**src/hw/rtl/bbav_pkg.sv**
```systemverilog
// Shared types, constants and fixed-point helpers for the Bernstein basis evaluator.
package bbav_pkg;

    localparam int MAX_DEGREE = 15;
    localparam int FRAC_BITS  = 16;
    localparam int IDX_W      = 4;
    localparam int VAL_W      = FRAC_BITS + 1;
    localparam int PROD_W     = 2 * VAL_W;
    localparam int SUM_W      = VAL_W + 1;
    localparam int PADDR_W    = 3;
    localparam int PDATA_W    = 32;

    localparam logic [VAL_W-1:0]  FIX_ONE  = VAL_W'(1) << FRAC_BITS;
    localparam logic [VAL_W-1:0]  FIX_ZERO = '0;
    localparam logic [PROD_W-1:0] FIX_HALF = PROD_W'(1) << (FRAC_BITS - 1);

    localparam logic [IDX_W-1:0] DEGREE_MAX   = IDX_W'(MAX_DEGREE);
    localparam logic [IDX_W-1:0] DEGREE_RESET = IDX_W'(3);

    localparam logic [PADDR_W-1:0] ADDR_DEGREE = PADDR_W'(0);

    typedef enum logic [1:0] {
        ST_IDLE,
        ST_CALC,
        ST_EMIT
    } t_state;

    function automatic logic [SUM_W-1:0] fx_round(input logic [PROD_W-1:0] prod);
        logic [PROD_W-1:0] biased;
        biased   = prod + FIX_HALF;
        fx_round = biased[FRAC_BITS +: SUM_W];
    endfunction

    function automatic logic [VAL_W-1:0] fx_sat(input logic [SUM_W-1:0] x);
        fx_sat = (x > SUM_W'(FIX_ONE)) ? FIX_ONE : x[VAL_W-1:0];
    endfunction

endpackage

```
**src/hw/rtl/bbav_step_unit.sv**
```systemverilog
// Shared multiply-add unit that splits one stored value into its (1-u) and u parts.
module bbav_step_unit
    import bbav_pkg::*;
(
    input  logic [VAL_W-1:0] i_held,
    input  logic [VAL_W-1:0] i_u,
    input  logic [VAL_W-1:0] i_u1,
    input  logic [VAL_W-1:0] i_carry,
    output logic [VAL_W-1:0] o_keep,
    output logic [VAL_W-1:0] o_carry
);

    logic [PROD_W-1:0] prod_lo;
    logic [PROD_W-1:0] prod_hi;
    logic [SUM_W-1:0]  part_lo;
    logic [SUM_W-1:0]  part_hi;
    logic [SUM_W-1:0]  sum_keep;

    assign prod_lo  = PROD_W'(i_held) * PROD_W'(i_u1);
    assign prod_hi  = PROD_W'(i_held) * PROD_W'(i_u);
    assign part_lo  = fx_round(prod_lo);
    assign part_hi  = fx_round(prod_hi);
    assign sum_keep = SUM_W'(i_carry) + SUM_W'(fx_sat(part_lo));
    assign o_keep   = fx_sat(sum_keep);
    assign o_carry  = fx_sat(part_hi);

endmodule

```
**src/hw/rtl/bernstein_basis_all_values.sv**
```systemverilog
// Top level of the Bernstein basis evaluator with its sequencer, row store and APB register.
//
// Usage: each input transaction carries a parameter u (17 bits, 65536 = 1.0); values
// above 1.0 are taken as 1.0. The block answers with degree+1 output transactions,
// index k = 0..degree, value B(k,degree,u), and the last one flagged by o_last_value.
// The degree register lies at APB byte address 0 and resets to 3. The user must write it
// only while the block is idle; the block itself does not enforce this.
// Timing: o_stall is high from the accepting edge until the last value has been moved
// into the output register. The single shared multiply-add unit performs one step of the
// triangular recurrence per cycle, and the values then leave one per cycle through the
// output register while i_stall is low.
// The output register holds a transaction while i_stall is high; emission then pauses
// and the remaining values wait in the row store. A new input transaction can be taken
// while the last value of the previous item still waits in the output register.
// Reset clears the sequencer, the output valid and the degree register to 3.
module bernstein_basis_all_values
    import bbav_pkg::*;
(
    input  logic               i_clk,
    input  logic               i_rst_n,
    input  logic               i_valid,
    output logic               o_stall,
    input  logic [VAL_W-1:0]   i_param_u,
    output logic               o_valid,
    input  logic               i_stall,
    output logic [IDX_W-1:0]   o_basis_index,
    output logic [VAL_W-1:0]   o_basis_value,
    output logic               o_last_value,
    input  logic               psel,
    input  logic               penable,
    input  logic               pwrite,
    input  logic [PADDR_W-1:0] paddr,
    input  logic [PDATA_W-1:0] pwdata,
    output logic [PDATA_W-1:0] prdata,
    output logic               pready
);

    t_state r_state, n_state;

    logic [IDX_W-1:0] r_degree;
    logic [IDX_W-1:0] r_n, n_n;
    logic [IDX_W-1:0] r_j, n_j;
    logic [IDX_W-1:0] r_k, n_k;
    logic [VAL_W-1:0] r_carry, n_carry;
    logic [VAL_W-1:0] r_u, n_u;
    logic [VAL_W-1:0] r_u1, n_u1;
    logic [VAL_W-1:0] r_work [MAX_DEGREE+1];

    logic             r_out_valid, n_out_valid;
    logic [IDX_W-1:0] r_out_index, n_out_index;
    logic [VAL_W-1:0] r_out_value, n_out_value;
    logic             r_out_last, n_out_last;

    logic             in_accept;
    logic             cfg_write;
    logic             out_load;
    logic             last_step;
    logic [IDX_W-1:0] deg_clamped;
    logic [VAL_W-1:0] u_clamped;
    logic [VAL_W-1:0] held;
    logic [VAL_W-1:0] carry_in;
    logic [VAL_W-1:0] step_keep;
    logic [VAL_W-1:0] step_carry;

    assign in_accept   = i_valid && (r_state == ST_IDLE);
    assign cfg_write   = psel && penable && pwrite && pready;
    assign out_load    = (r_state == ST_EMIT) && (!r_out_valid || !i_stall);
    assign last_step   = (r_k == r_j - IDX_W'(1));
    assign deg_clamped = (r_degree > DEGREE_MAX) ? DEGREE_MAX : r_degree;
    assign u_clamped   = (i_param_u > FIX_ONE) ? FIX_ONE : i_param_u;
    assign held        = r_work[r_k];
    assign carry_in    = (r_k == '0) ? FIX_ZERO : r_carry;

    bbav_step_unit u_step (
        .i_held  (held),
        .i_u     (r_u),
        .i_u1    (r_u1),
        .i_carry (carry_in),
        .o_keep  (step_keep),
        .o_carry (step_carry)
    );

    always_comb begin
        n_state = r_state;
        unique case (r_state)
            ST_IDLE: begin
                if (in_accept) begin
                    n_state = (deg_clamped == '0) ? ST_EMIT : ST_CALC;
                end
            end
            ST_CALC: begin
                if (last_step && (r_j == r_n)) begin
                    n_state = ST_EMIT;
                end
            end
            ST_EMIT: begin
                if (out_load && (r_k == r_n)) begin
                    n_state = ST_IDLE;
                end
            end
            default: n_state = ST_IDLE;
        endcase
    end

    always_comb begin
        n_n         = r_n;
        n_j         = r_j;
        n_k         = r_k;
        n_carry     = r_carry;
        n_u         = r_u;
        n_u1        = r_u1;
        n_out_valid = r_out_valid && i_stall;
        n_out_index = r_out_index;
        n_out_value = r_out_value;
        n_out_last  = r_out_last;
        unique case (r_state)
            ST_IDLE: begin
                if (in_accept) begin
                    n_n  = deg_clamped;
                    n_u  = u_clamped;
                    n_u1 = FIX_ONE - u_clamped;
                    n_j  = IDX_W'(1);
                    n_k  = '0;
                end
            end
            ST_CALC: begin
                n_carry = step_carry;
                if (last_step) begin
                    n_k = '0;
                    n_j = r_j + IDX_W'(1);
                end else begin
                    n_k = r_k + IDX_W'(1);
                end
            end
            ST_EMIT: begin
                if (out_load) begin
                    n_out_valid = 1'b1;
                    n_out_index = r_k;
                    n_out_value = held;
                    n_out_last  = (r_k == r_n);
                    n_k         = r_k + IDX_W'(1);
                end
            end
            default: ;
        endcase
    end

    always_ff @(posedge i_clk) begin
        if (!i_rst_n) begin
            r_state     <= ST_IDLE;
            r_degree    <= DEGREE_RESET;
            r_n         <= '0;
            r_j         <= '0;
            r_k         <= '0;
            r_carry     <= FIX_ZERO;
            r_out_valid <= 1'b0;
        end else begin
            r_state     <= n_state;
            r_n         <= n_n;
            r_j         <= n_j;
            r_k         <= n_k;
            r_carry     <= n_carry;
            r_out_valid <= n_out_valid;
            if (cfg_write && (paddr == ADDR_DEGREE)) begin
                r_degree <= pwdata[IDX_W-1:0];
            end
        end
    end

    always_ff @(posedge i_clk) begin
        r_u         <= n_u;
        r_u1        <= n_u1;
        r_out_index <= n_out_index;
        r_out_value <= n_out_value;
        r_out_last  <= n_out_last;
        if (in_accept) begin
            r_work[0] <= FIX_ONE;
        end else if (r_state == ST_CALC) begin
            r_work[r_k] <= step_keep;
            if (last_step) begin
                r_work[r_j] <= step_carry;
            end
        end
    end

    assign o_stall       = (r_state != ST_IDLE);
    assign o_valid       = r_out_valid;
    assign o_basis_index = r_out_index;
    assign o_basis_value = r_out_value;
    assign o_last_value  = r_out_last;
    assign pready        = 1'b1;
    assign prdata        = (paddr == ADDR_DEGREE) ? PDATA_W'(r_degree) : '0;

    a_calc_inner_below_pass: assert property (@(posedge i_clk) disable iff (!i_rst_n)
        (r_state == ST_CALC) |-> (r_k < r_j))
        else $error("Inner position reached the pass number during a pass.");

    a_calc_pass_in_range: assert property (@(posedge i_clk) disable iff (!i_rst_n)
        (r_state == ST_CALC) |-> ((r_j != '0) && (r_j <= r_n)))
        else $error("Pass number left the range one to degree.");

    a_first_value_is_one_at_degree_zero: assert property (@(posedge i_clk)
        disable iff (!i_rst_n)
        (in_accept && (deg_clamped == '0)) |=> ((r_state == ST_EMIT) && (r_work[0] == FIX_ONE)))
        else $error("Degree zero did not go straight to emission of 1.0.");

    a_last_ends_item: assert property (@(posedge i_clk) disable iff (!i_rst_n)
        (out_load && (r_k == r_n)) |=> (r_out_valid && r_out_last && (r_state == ST_IDLE)))
        else $error("Last value was not flagged or the item did not end.");

endmodule
```
**config.mk**
```make
export PLATFORM = sky130hd
export DESIGN_NAME = bernstein_basis_all_values
export DESIGN_NICKNAME = d
export VERILOG_FILES = /design/src/hw/rtl/bbav_pkg.sv /design/src/hw/rtl/bbav_step_unit.sv /design/src/hw/rtl/bernstein_basis_all_values.sv
export SDC_FILE = /design/constraint.sdc
export NUM_CORES = 2
export LEC_CHECK = 0
export BUFFER_PORTS_ARGS = -buffer_cell sky130_fd_sc_hd__buf_4
export CELL_PAD_IN_SITES_DETAIL_PLACEMENT = 0
export CELL_PAD_IN_SITES_GLOBAL_PLACEMENT = 1
export CORE_MARGIN = 2
export CORE_UTILIZATION = 55
export CTS_CLUSTER_DIAMETER = 80
export DETAILED_ROUTE_END_ITERATION = 10
export HOLD_SLACK_MARGIN = 0.15
export PLACE_DENSITY = 0.95
export SETUP_SLACK_MARGIN = 0.05
export SLEW_MARGIN = 5
export SYNTH_ARGS = -nofsm -noshare
export SYNTH_HDL_FRONTEND = slang
export SYNTH_SLANG_ARGS = --single-unit
```
**constraint.sdc**
```tcl
create_clock -name i_clk -period 24 [get_ports i_clk]
set_input_delay 4.8 -clock i_clk [delete_from_list [all_inputs] [get_ports i_clk]]
set_output_delay 4.8 -clock i_clk [all_outputs]
set_load 0.01 [all_outputs]
```
==> key figures <==
Status
  – Status: complete, no violations

Route
  – Remaining DRCs: 0
  – DRT antenna net count: 0
  – Vias: approximately 29000
  – WL per Instance: a little over 20 um
  – Routed WL: about 99000 um
  – Avg Vias per Cell: approximately 6
  – Initial drt markers: 2550
  – DRT Pass-1 Iters: 6

Critical path
  – CP most frequent cell: fa_1
  – Critical path required time: 24.39 ns
  – CP Launch Type: flop
  – WS Path Type: reg2reg
  – Critical Path End: r_work[12][5]$_DFFE_PP_
  – R2R setup slack: roughly 9.3 ns
  – CP peak stage delay: ~0.93 ns
  – Reg2Reg Depth: 36
  – Critical path arrival: around 15 ns
  – Slowest cell on crit path: mux4_2
  – FF-to-FF End: r_work[12][5]$_DFFE_PP_
  – Critical path capture point type: flop
  – Worst-path maximum fanout: 107

Synthesis
  – Flops & latches, synth: between 300 and 400
  – Primary FF master, synth: edfxtp_1
  – Top cells by area, synth: edfxtp_1, fa_1, ha_1
  – Ys Warns: 0
  – Cells after Synth: slightly below 4000
  – Seq/Total Area, Yosys: 0.274
  – Area leader, netlist: edfxtp_1
  – Distinct cell type count after synthesis: 78
  – Netlist area before placement: 38700 sq um
  – Syn Area/Cell: between 9 and 10 sq um
  – Post-synth ARST share: 0
  – Post-synth EDFFs: 327
  – Post-synth top area share: 0.254

Global route
  – First-pass GRT wire length: 162000 um
  – Total global routing overflow: 0
  – Vias in the first global route: 29700
  – Antenna violations before repair: 0
  – All-Layer GR Usage: 0.279
  – Largest net degree at the start of global routing: between 100 and 150

Timing
  – Fin Hold WS: 0.478 ns
  – Slew margin rel.: 0.118
  – Setup violations, final: 0
  – RSZ-0062 raised after global routing: false
  – Final WS setup: roughly 9.3 ns
  – Measured slew at the worst slew-check pin: ~1.3 ns
  – Minimum clock period: between 10 and 15 ns
  – Fmax: between 60 and 70 MHz
  – Max-slew violations: 0
  – Tcrit/Tclk final: 0.612
  – Max Clock Skew: between 0.03 and 0.04 ns
  – Setup Total Neg Slack: 0 ns
  – Final Hold Fails: 0

Cells and area
  – Layout area overhead: 5.94%
  – Final non-filler cell total: ~4800
  – Fraction of layout cells with a size suffix above 1: 0.0817
  – Most common cell after layout, fill and taps aside: inv_1
  – Most frequent cells in the layout: inv_1, nand2_1, fa_1, edfxtp_1, and2_1
  – Antenna fix cells: 0
  – Nets@finish: around 4600

Clock tree
  – Postcts setup bufs: 0
  – Clk buf depth: 3
  – Cts repair resizes: 0
  – Hold-fix buffers, CTS: 0
  – Root buf cell: clkbuf_16
  – Total CTS buffers: 40
  – CTS clk-pin slew, worst paths: approximately 0.07 ns
  – Clk_lat worst skew: about 0.6 ns
  – # clock sinks: roughly 370
  – CTS H-tree depth: 2
  – CTS tree: yes

Min path
  – Worst hold path type: reg2reg

Placed design
  – GPL Wtd Cong: about 0.90
  – DP Worst Slack: about 9.5 ns
  – I/O Buffers: just under 60
  – DP HPWL: between 70000 and 80000 um
  – Placed insts: roughly 4700

Floorplan
  – Initial Util: 0.554
  – Core footprint: about 70000 sq um
  – Rows: between 90 and 100
  – Die area: 72500 sq um
  – Die extent in y: approximately 270 um
  – Io pins: roughly 120
  – Die width: ~270 um

Flow run
  – Max-cap violations: 0
flip-flops by register name (all words and copies together), names as in the netlist, named ones only:
name and flops:
r_degree 4, r_k 4, r_carry 17, r_u 17
r_n 4, o_basis_index 4, r_u1 16, r_work 272
r_state 2, o_last_value 1, r_j 4, o_valid 1
o_basis_value 17
Yosys cell counts (13+ instances only):
library cell,n
o21ai_0,266
or3_1,13
nand3_1,209
a31oi_1,13
fa_1,449
xnor2_1,41
clkbuf_1,222
a21o_1,37
ha_1,261
buf_2,26
o22ai_1,51
buf_4,32
nand4_1,25
dfxtp_1,40
edfxtp_1,327
a211oi_1,14
and2_1,264
nor2b_1,43
o22ai_2,20
mux4_2,81
nor3_1,31
inv_1,538
a21oi_1,90
nand2_1,507
xor2_1,33
buf_1,25
nor2_1,108
final cells by class:
| cell class | count | area (sq um) |
|---|---|---|
| well taps | 940 | 1180 |
| flip-flops and latches | 367 | 10600 |
| inverters | 538 | 2020 |
| multi-input cells | 2773 | 25000 |
| clock buffers | 42 | 1010 |
| clock inverters | 32 | 392 |
| fillers | 5836 | 28900 |
| repair buffers | 104 | 781 |
layer usage:
layer / wire length [um] / global-route usage / share of wire
met2: 48100 / 0.467 / 0.49
met3: 7660 / 0.0366 / 0.077
met1: 39500 / 0.373 / 0.40
met4: 3740 / 0.106 / 0.038
met5: 0 / 0 / 0
worst max-delay path, delay by kind of cell (launching register included):
kind	cells	cell delay (ns)
xor gates and xnor gates	1	0.18
DFF	1	0.60
AOI/OAI and AO/OA	10	3.75
muxes	3	2.12
buffers and inverters	5	2.09
and+or+nand+nor	9	2.03
adders and majority gates	8	3.56
through the flow:
step,cell area (sq um),util
global route,41000,0.587
CTS,41000,0.587
detailed placement,39600,0.567
floorplan,38800,-
finish,41000,0.587
global placement,39600,0.567
how the worst min path moves through the flow:
stage,startpoint,to,slack [ns],depth (start not counted)
after floorplan,r_k[0]$_SDFFE_PN0P_,o_basis_index[0]$_DFFE_PP_,0.43,0
after global placement,r_carry[4]$_SDFFE_PN0P_,r_carry[4]$_SDFFE_PN0P_,0.46,2
after detailed placement,r_carry[8]$_SDFFE_PN0P_,r_carry[8]$_SDFFE_PN0P_,0.46,2
after CTS,r_carry[10]$_SDFFE_PN0P_,r_carry[10]$_SDFFE_PN0P_,0.48,2
after global routing,r_carry[3]$_SDFFE_PN0P_,r_carry[3]$_SDFFE_PN0P_,0.50,2
final,r_carry[10]$_SDFFE_PN0P_,r_carry[10]$_SDFFE_PN0P_,0.48,2
cell families after synthesis:
kind of cell	synth area share
adder cells (fa/ha/maj)	0.316
AO/OA/AOI/OAI	0.0943
AND/OR/NAND/NOR	0.161
flip-flops	0.274
multiplexers	0.0512
other	0.000194
XOR/XNOR	0.0167
buffers and inverters	0.0862
Power is not shown: default switching activity piles up to over one toggle a cycle in this logic, so the estimate is an artifact.
